--- src/rtl/xrg_pkg.sv ---
// Shared types, constants and helper functions for the xorshift random generator.
`default_nettype none

package xrg_pkg;

    // Command codes carried by an input transaction
    typedef enum logic [1:0] {
        CMD_MIX    = 2'd0,
        CMD_DRAW   = 2'd1,
        CMD_AROUND = 2'd2
    } cmd_t;

    // One input transaction as held in the input register
    typedef struct packed {
        logic [1:0]  command;
        logic [31:0] operand;
    } item_t;

    // One result pushed from the core into the output register
    typedef struct packed {
        logic        push;
        logic [31:0] value;
    } result_t;

    localparam logic [31:0] MIX_MULT  = 32'h0100_0193;
    localparam logic [31:0] ZERO_SEED = 32'd13;
    localparam logic [31:0] MASK_CAP  = 32'h0fff_ffff;
    localparam int          SHIFT_A   = 13;
    localparam int          SHIFT_B   = 17;
    localparam int          SHIFT_C   = 5;

    // One xorshift32 step; a zero seed is replaced first
    function automatic logic [31:0] xs_step(input logic [31:0] seed);
        logic [31:0] x;
        x = (seed == 32'd0) ? ZERO_SEED : seed;
        x = x ^ (x << SHIFT_A);
        x = x ^ (x >> SHIFT_B);
        x = x ^ (x << SHIFT_C);
        return x;
    endfunction

    // Largest 2^k-1 not above v, capped at MASK_CAP
    function automatic logic [31:0] span_mask(input logic [31:0] v);
        logic [27:0] s;
        logic [31:0] m;
        s = v[27:0];
        s = s | (s >> 1);
        s = s | (s >> 2);
        s = s | (s >> 4);
        s = s | (s >> 8);
        s = s | (s >> 16);
        if (v[31:28] != 4'd0) begin
            m = MASK_CAP;
        end else if (s == v[27:0]) begin
            m = {4'd0, s};
        end else begin
            m = {5'd0, s[27:1]};
        end
        return m;
    endfunction

endpackage

`default_nettype wire

--- src/rtl/xrg_in_stage.sv ---
// Input register: captures one transaction and holds it until the core takes it.
`default_nettype none

module xrg_in_stage (
    input  wire logic          aclk,
    input  wire logic          aresetn,
    input  wire logic          s_valid,
    output logic               s_ready,
    input  wire logic [1:0]    s_command,
    input  wire logic [31:0]   s_operand,
    output logic               item_valid,
    output xrg_pkg::item_t     item,
    input  wire logic          item_take
);
    import xrg_pkg::*;

    logic  valid_reg;
    logic  valid_next;
    item_t item_reg;

    // Free when empty or when the held transaction leaves this cycle
    assign s_ready    = !valid_reg || item_take;
    assign valid_next = s_valid || (valid_reg && !item_take);

    always_ff @(posedge aclk) begin
        if (!aresetn) begin
            valid_reg <= 1'b0;
        end else if (s_ready) begin
            valid_reg <= valid_next;
        end
    end

    // Payload, no reset needed
    always_ff @(posedge aclk) begin
        if (s_valid && s_ready) begin
            item_reg.command <= s_command;
            item_reg.operand <= s_operand;
        end
    end

    assign item_valid = valid_reg;
    assign item       = item_reg;

endmodule

`default_nettype wire

--- src/rtl/xrg_core.sv ---
// Seed register and the single-pass mix / draw / around datapath.
`default_nettype none

module xrg_core (
    input  wire logic          aclk,
    input  wire logic          aresetn,
    input  wire logic          item_valid,
    input  wire xrg_pkg::item_t item,
    output logic               item_take,
    input  wire logic          out_free,
    output xrg_pkg::result_t   result
);
    import xrg_pkg::*;

    logic [31:0] seed_reg;
    logic [31:0] seed_next;
    logic [31:0] draw;
    logic [31:0] mixed;
    logic [31:0] mask;
    logic [31:0] around;
    logic [31:0] value;
    logic        has_res;

    assign draw   = xs_step(seed_reg);
    assign mixed  = seed_reg * MIX_MULT;
    assign mask   = span_mask(item.operand);
    assign around = item.operand - (mask >> 1) + (draw & mask);

    // Command decode
    always_comb begin
        has_res   = 1'b0;
        seed_next = seed_reg;
        value     = draw;
        unique case (cmd_t'(item.command))
            CMD_MIX: begin
                seed_next = mixed ^ item.operand;
            end
            CMD_DRAW: begin
                has_res   = 1'b1;
                seed_next = draw;
            end
            CMD_AROUND: begin
                has_res   = 1'b1;
                seed_next = draw;
                value     = around;
            end
            default: begin
                has_res   = 1'b0;
            end
        endcase
    end

    // A transaction without a result never waits on the output side
    assign item_take    = item_valid && (!has_res || out_free);
    assign result.push  = item_take && has_res;
    assign result.value = value;

    always_ff @(posedge aclk) begin
        if (!aresetn) begin
            seed_reg <= 32'd0;
        end else if (item_take) begin
            seed_reg <= seed_next;
        end
    end

endmodule

`default_nettype wire

--- src/rtl/xrg_out_stage.sv ---
// Output register: holds one result transaction until the consumer takes it.
`default_nettype none

module xrg_out_stage (
    input  wire logic            aclk,
    input  wire logic            aresetn,
    input  wire xrg_pkg::result_t result,
    output logic                 out_free,
    output logic                 m_valid,
    input  wire logic            m_ready,
    output logic [31:0]          m_random_value
);
    import xrg_pkg::*;

    logic        valid_reg;
    logic [31:0] data_reg;

    assign out_free = !valid_reg || m_ready;

    always_ff @(posedge aclk) begin
        if (!aresetn) begin
            valid_reg <= 1'b0;
        end else if (out_free) begin
            valid_reg <= result.push;
        end
    end

    always_ff @(posedge aclk) begin
        if (result.push) begin
            data_reg <= result.value;
        end
    end

    assign m_valid        = valid_reg;
    assign m_random_value = data_reg;

endmodule

`default_nettype wire

--- src/rtl/xorshift_random_generator.sv ---
// Top level of the xorshift random generator.
//
//  channel | direction | ports                          | payload
//  --------+-----------+--------------------------------+---------------------------
//  s_      | in        | s_valid, s_ready               | s_command[1:0], s_operand[31:0]
//  m_      | out       | m_valid, m_ready               | m_random_value[31:0]
//
// Without a stall on m_, one transaction per cycle is accepted and retired; the seed
// update and the result come from one pass of logic between the input and output
// registers. An accepted transaction is held in the input register, then its result in
// the output register, where m_valid rises; the m_ handshake can follow from then on.
// Mix and unused commands update state (or nothing) and produce no result.
// Reset (aresetn low, synchronous) clears the seed to zero and empties both registers.
// A stall on m_ backs up into s_ready only once both registers are full.
`default_nettype none

module xorshift_random_generator (
    input  wire logic        aclk,
    input  wire logic        aresetn,
    input  wire logic        s_valid,
    output logic             s_ready,
    input  wire logic [1:0]  s_command,
    input  wire logic [31:0] s_operand,
    output logic             m_valid,
    input  wire logic        m_ready,
    output logic [31:0]      m_random_value
);
    import xrg_pkg::*;

    logic    item_valid;
    item_t   item;
    logic    item_take;
    logic    out_free;
    result_t result;

    xrg_in_stage u_in (
        .aclk       (aclk),
        .aresetn    (aresetn),
        .s_valid    (s_valid),
        .s_ready    (s_ready),
        .s_command  (s_command),
        .s_operand  (s_operand),
        .item_valid (item_valid),
        .item       (item),
        .item_take  (item_take)
    );

    xrg_core u_core (
        .aclk       (aclk),
        .aresetn    (aresetn),
        .item_valid (item_valid),
        .item       (item),
        .item_take  (item_take),
        .out_free   (out_free),
        .result     (result)
    );

    xrg_out_stage u_out (
        .aclk           (aclk),
        .aresetn        (aresetn),
        .result         (result),
        .out_free       (out_free),
        .m_valid        (m_valid),
        .m_ready        (m_ready),
        .m_random_value (m_random_value)
    );

endmodule

`default_nettype wire

--- config.mk ---
export PLATFORM = sky130hd
export DESIGN_NAME = xorshift_random_generator
export DESIGN_NICKNAME = d
export VERILOG_FILES = /design/src/rtl/xrg_pkg.sv /design/src/rtl/xrg_in_stage.sv /design/src/rtl/xrg_core.sv /design/src/rtl/xrg_out_stage.sv /design/src/rtl/xorshift_random_generator.sv
export SDC_FILE = /design/constraint.sdc
export NUM_CORES = 1
export LEC_CHECK = 0
export BUFFER_PORTS_ARGS = -buffer_cell sky130_fd_sc_hd__buf_2
export CAP_MARGIN = 20
export CORE_ASPECT_RATIO = 1.2
export CORE_MARGIN = 2
export CORE_UTILIZATION = 60
export CTS_CLUSTER_SIZE = 24
export DETAILED_ROUTE_END_ITERATION = 10
export PLACE_DENSITY = 0.78
export SLEW_MARGIN = 30
export SYNTH_ARGS = -nofsm -noshare
export SYNTH_HDL_FRONTEND = slang
export SYNTH_SLANG_ARGS = --single-unit
--- constraint.sdc ---
create_clock -name aclk -period 7.06 [get_ports aclk]
set_input_delay 1.059 -clock aclk [delete_from_list [all_inputs] [get_ports aclk]]
set_output_delay 1.059 -clock aclk [all_outputs]
set_load 0.005 [all_outputs]
==> Yosys cells after proc, flatten, opt, wreduce, memory -nomap -nowiden <==
Index checks and enable logic that the tools add are counted.
{ "totals": {"out_inout_bits": 34, "in_bits": 38, "elab_cells": 46, "reg_bits": 100} }
{ "classes": {"n_bitwise": 10, "add_sub_neg": 2, "mul": 1, "eq_ne": 3, "n_mux": 6, "n_reduce_logical": 18} }
{ "op_table": {"columns": ["cell", "count"], "rows": [
  ["XOR 32 bit", 3],
  ["2-to-1 mux 32 bit", 2],
  ["one-hot mux 32 bit (2 select lines)", 1],
  ["2-to-1 mux 28 bit", 2],
  ["adder 32 bit", 1],
  ["AND 32 bit", 1],
  ["logical NOT 32 bit", 1],
  ["multiplier 32 x 25 -> 32 bit, second input constant", 1],
  ["subtractor 32 x 31 -> 32 bit", 1],
  ["XOR 32 x 15 -> 32 bit", 1],
  ["equality test 28 bit", 1],
  ["bitwise OR 28 x 12 -> 28 bit", 1],
  ["bitwise OR 28 x 20 -> 28 bit", 1],
  ["bitwise OR 28 x 24 -> 28 bit", 1],
  ["bitwise OR 28 x 26 -> 28 bit", 1],
  ["bitwise OR 28 x 27 -> 28 bit", 1],
  ["logical AND 1 bit", 4],
  ["logical NOT 1 bit", 4],
  ["logical OR 1 bit", 4],
  ["nonzero test 4 bit", 1],
  ["equality test 2 x 1 -> 1 bit, second input constant", 1],
  ["equality test 2 bit, second input constant", 1],
  ["logical NOT 2 bit", 1],
  ["AND reduction 2 bit", 1],
  ["other kinds (3)", 3]
]} }

==> Longest topological paths before layout <==
{ "depth": {"ltp_word": 11, "depth_mapped": 22, "depth_no_buf": 21} }

==> By module <==
From an unflattened synthesis, not the netlist that was laid out.
{ "unflattened": {"hier_cells": 1493, "area_unflattened_um2": 13591.8} }
{ "modules_own_cells": {"columns": ["module", "instances", "seq_area_each_um2", "cells_each", "area_each_um2"], "rows": [
  ["xrg_core", 1, 640.6, 1418, 11503.5],
  ["xrg_in_stage", 1, 1041.0, 39, 1078.5],
  ["xrg_out_stage", 1, 980.9, 36, 1009.7]
]} }

==> Worst setup path before layout <==
OpenSTA, ideal clock, no wires.
{ "synth_path": {"kind": "register to register", "startpoint": "reg u_in.item_reg, in the netlist u_in.item[26]", "endpoint": "reg u_out.data_reg[31] (netlist: u_out.m_random_value[31]) (data pin)", "setup_time_ns": 0.158, "path_stages_with_launch": 19, "period_less_slack_ns": 5.680, "required_ns": 6.902, "path_buffers": 1, "setup_slack_ns": 1.380, "arrival_time_ns": 5.522, "path_cell_list": "edfxtp_1 -> or4_4 -> or3_4 -> nor2_1 -> a32oi_1 -> or4_4 -> nor2_4 -> buf_6 -> o2bb2ai_1 -> a21oi_1 -> fa_1 -> ha_1 -> a2111oi_0 -> a211oi_1 -> a211oi_1 -> o21ai_0 -> o41ai_1 -> or4b_1 -> o211ai_1"} }
{ "synth_rtl": {"columns": ["item", "line", "rtl"], "rows": [
  ["start, declared", "xrg_in_stage.sv:19", "item_t item_reg;"],
  ["end signal, assigned", "xrg_out_stage.sv:30", "data_reg <= result.value;"],
  ["end, declared", "xrg_out_stage.sv:16", "logic [31:0] data_reg;"]
]} }

==> summary.txt <==
Status: finished, final reports clean
Layout net count: 2,029
DR WL/cell: 18.78 µm
# fillers: 1,928
Number of global-route vias before repair: 11,090
Yosys top cell by area: ha_1
CP arrival: 6.63 ns
Compound-Gate Fraction of Synth Area: 15.23%
GR Overflow Total: 0
Worst hold path depth: 2
Critical Setup Path Class: register to register
Worst R2R Start: u_in.item[26]$_DFFE_PP_
Crit path capture type: register
Root Buffer: clkbuf_16
Drt drc: 0
Clk slew on worst S/H paths: 0.08 ns
Rows: 61
Drt first pass iters: 5
Seq/Total Area, Yosys: 18.99%
Clock sinks: 100
CP Max Fanout: 5
Pin count of the biggest net entering global routing: 51
Clock Path Buffers: 2
Hold Fails Final Rpt: 0
Gp weighted congestion: 0.9734
Antenna violations before repair: 0
DIE WIDTH: 143.5 µm
Leak: 7.464 nW
Hold Crit Class: register to register
Port Buf Inserts: 71
Ys async rst share: 0%
Post-route antenna net violation count: 0
Hold_ws: 0.5859 ns
I/O pins: 72
Clock Latency Late Sink: 0.37 ns
First-pass GRT wire length: 58,300 µm
Max Slew Vio Count: 0
Cts bufs inserted: 9
DRT iter0 DRCs: 949
H-tree levels: 3
Slew @ Worst Pin: 0.8501 ns
CP Launch Type: register
WHS Endpoint: u_out.m_valid$_SDFFE_PN0P_
Total GRT Usage: 30.97%
N_diodes: 0
Clock skew: 0.008282 ns
Reg-to-reg endpoint: u_out.m_random_value[19]$_DFFE_PP_
Mux cell area share after synthesis: 0.2231%
Worst vdd ir: 181.3 µV
Via/cell ratio: 5.871
Yosys warnings: 0
Max-slew headroom: 42.43%
Post-DP HPWL: 30,040 µm
Hold wc startpoint: u_in.item_valid$_SDFFE_PN0N_
Area delta synth->final: 7.461%
Placeable Area: 0.02305 mm²
Register-to-Register Path Depth: 17
WL final: 37,090 µm
Starting Density: 60.83%
Synth Flop Type: edfxtp_1
#FFs+latches synth: 100
Tmin final: 6.506 ns
Tcrit/Tclk final: 92.16%
Reg2Reg Setup Slack: 0.55 ns
Share of cells above drive strength 1: 7.651%
Top area cells in the synthesized netlist: ha_1 21%, fa_1 14%, edfxtp_1 14%
Post-synth EDFFs: 66
Fin util: 65.37%
Die area: 0.02461 mm²
RSZ-0062 raised after global routing: no
Post-CTS setup repair buffer count: 0
Synth Net Count: 1,969
Max reg flops: 34
Commonest non-fill, non-tap cells in the layout: 324 x inv_1, 235 x ha_1, 112 x xnor2_1
Cts repair resizes: 0
CTS tree: done
Post-synth cell types: 74
MaxCap Viol Count: 0
Post-Synth Adder-Cell Area: 35.39%
Top-area cell type share of the netlist area: 20.97%
Die height: 171.5 µm
Avg Synthesized Cell Area: 8.791 µm²
Post-synthesis simple-gate area fraction: 11.01%
CP Data Required Time: 7.18 ns
Largest family of logic cells by synthesized area: adder cells
Synthesized cell area: 0.01402 mm²
Most common cell after layout, fill and taps aside: inv_1
Total vias in the final route: 11,600
Cell Pwr Density: 360.0 mW/mm²
Post-Syn Instances: 1,595
Post-synthesis xor/xnor area fraction: 9.218%
Final setup viols: 0
F_max: 153.7 MHz
Setup TNS: 0 ns
Hold Buf Count CTS: 0
==> synth_stat cells (4+ instances only) <==
cell type	n
inv_1	325
ha_1	235
xnor2_1	112
nand2_1	108
fa_1	101
nor2_1	91
a21oi_1	86
edfxtp_1	66
o21ai_0	46
clkbuf_1	36
dfxtp_1	34
xor2_1	33
a21o_1	27
nand3_1	26
nor3_1	24
a211oi_1	21
o211ai_1	17
o21a_1	17
a211o_1	16
nand4_1	8
nor4_1	8
o31ai_1	8
a22oi_1	7
a32oi_1	7
nand2b_1	7
nor2b_1	7
o22ai_1	7
or3_1	7
and2_1	6
or2_2	6
o2111ai_1	5
a2111oi_0	4
a21boi_0	4
a31oi_1	4
and3_1	4
buf_1	4
o221ai_1	4
or4_1	4
==> logic make-up (layout without fill, tap and decap cells) <==
| group | after synthesis | after routing |
|---|---|---|
| buffers and inverters | 367 | 432 |
| flip-flops | 100 | 100 |
| adder cells (fa/ha/maj) | 336 | 336 |
| AO/OA/AOI/OAI | 318 | 318 |
| AND/OR/NAND/NOR | 325 | 325 |
| multiplexers | 3 | 3 |
| XOR/XNOR | 146 | 146 |
==> report_power, final <==
group          total [mW]  internal [mW]  switching (mW)  leakage (nW)
combinational        4.06           1.65            2.41          6.41
clock               0.501          0.245           0.256         0.142
sequential          0.866          0.747           0.119         0.907
total                5.42           2.64            2.79          7.46
==> final cells by class <==
class | instances | area (µm²) | share of cell area [%]
inverters | 325 | 1220 | 8.097
clock inverters | 7 | 60.06 | 0.3986
well taps | 315 | 394.1 | 2.616
multi-input cells | 1128 | 9980 | 66.23
repair buffers | 91 | 525.5 | 3.488
clock buffers | 9 | 225.2 | 1.495
flip-flops and latches | 100 | 2663 | 17.67
==> layer usage <==
metal | share of wire [%] | GRT usage, %
met4 | 5.0 | 14.15
met3 | 7.4 | 4.176
met2 | 46 | 49.98
met1 | 42 | 41.38
met5 | 0 | 0
==> worst max-delay path: stages, from the launching register on <==
cell and delay [ns]:
edfxtp_1 0.47, or4_4 0.61, or3_4 0.44, nor2_1 0.27
nand3_1 0.17, or3_1 0.38, or2_2 0.32, o2bb2ai_1 0.18
a21oi_1 0.11, fa_1 0.46, ha_1 0.36, a2111oi_0 0.57
a211oi_1 0.27, a2111oi_0 0.78, o31ai_1 0.22, a21oi_1 0.21
nor4b_1 0.07, or3_1 0.36
==> stage by stage <==
| step | std cells | setup slack (ns) | cell area (µm²) | power [mW] |
|---|---|---|---|---|
| after CTS | 1975 | 0.6843 | 15070 | 5.360 |
| after floorplan | 1595 | 1.380 | 14020 | 3.871 |
| final | 1975 | 0.5537 | 15070 | 5.425 |
| after global routing | 1975 | 0.2803 | 15070 | 5.944 |
| after global placement | 1958 | 0.9364 | 14750 | 4.760 |
| after detailed placement | 1959 | 0.7262 | 14780 | 4.832 |
==> worst max path at each step <==
stage | start | endpoint | slack [ns] | depth (start not counted)
2_1_floorplan | u_in.item[26]$_DFFE_PP_ | u_out.m_random_value[31]$_DFFE_PP_ | 1.38 | 18
3_3_place_gp | u_in.item[25]$_DFFE_PP_ | u_out.m_random_value[19]$_DFFE_PP_ | 0.94 | 17
3_5_place_dp | u_in.item[26]$_DFFE_PP_ | u_out.m_random_value[19]$_DFFE_PP_ | 0.73 | 16
4_1_cts | u_in.item[26]$_DFFE_PP_ | u_out.m_random_value[19]$_DFFE_PP_ | 0.68 | 17
5_1_grt | u_in.item[26]$_DFFE_PP_ | u_out.m_random_value[19]$_DFFE_PP_ | 0.28 | 18
6_report | u_in.item[26]$_DFFE_PP_ | u_out.m_random_value[19]$_DFFE_PP_ | 0.55 | 17
No activity file was read; power rests on OpenSTA's default activity.
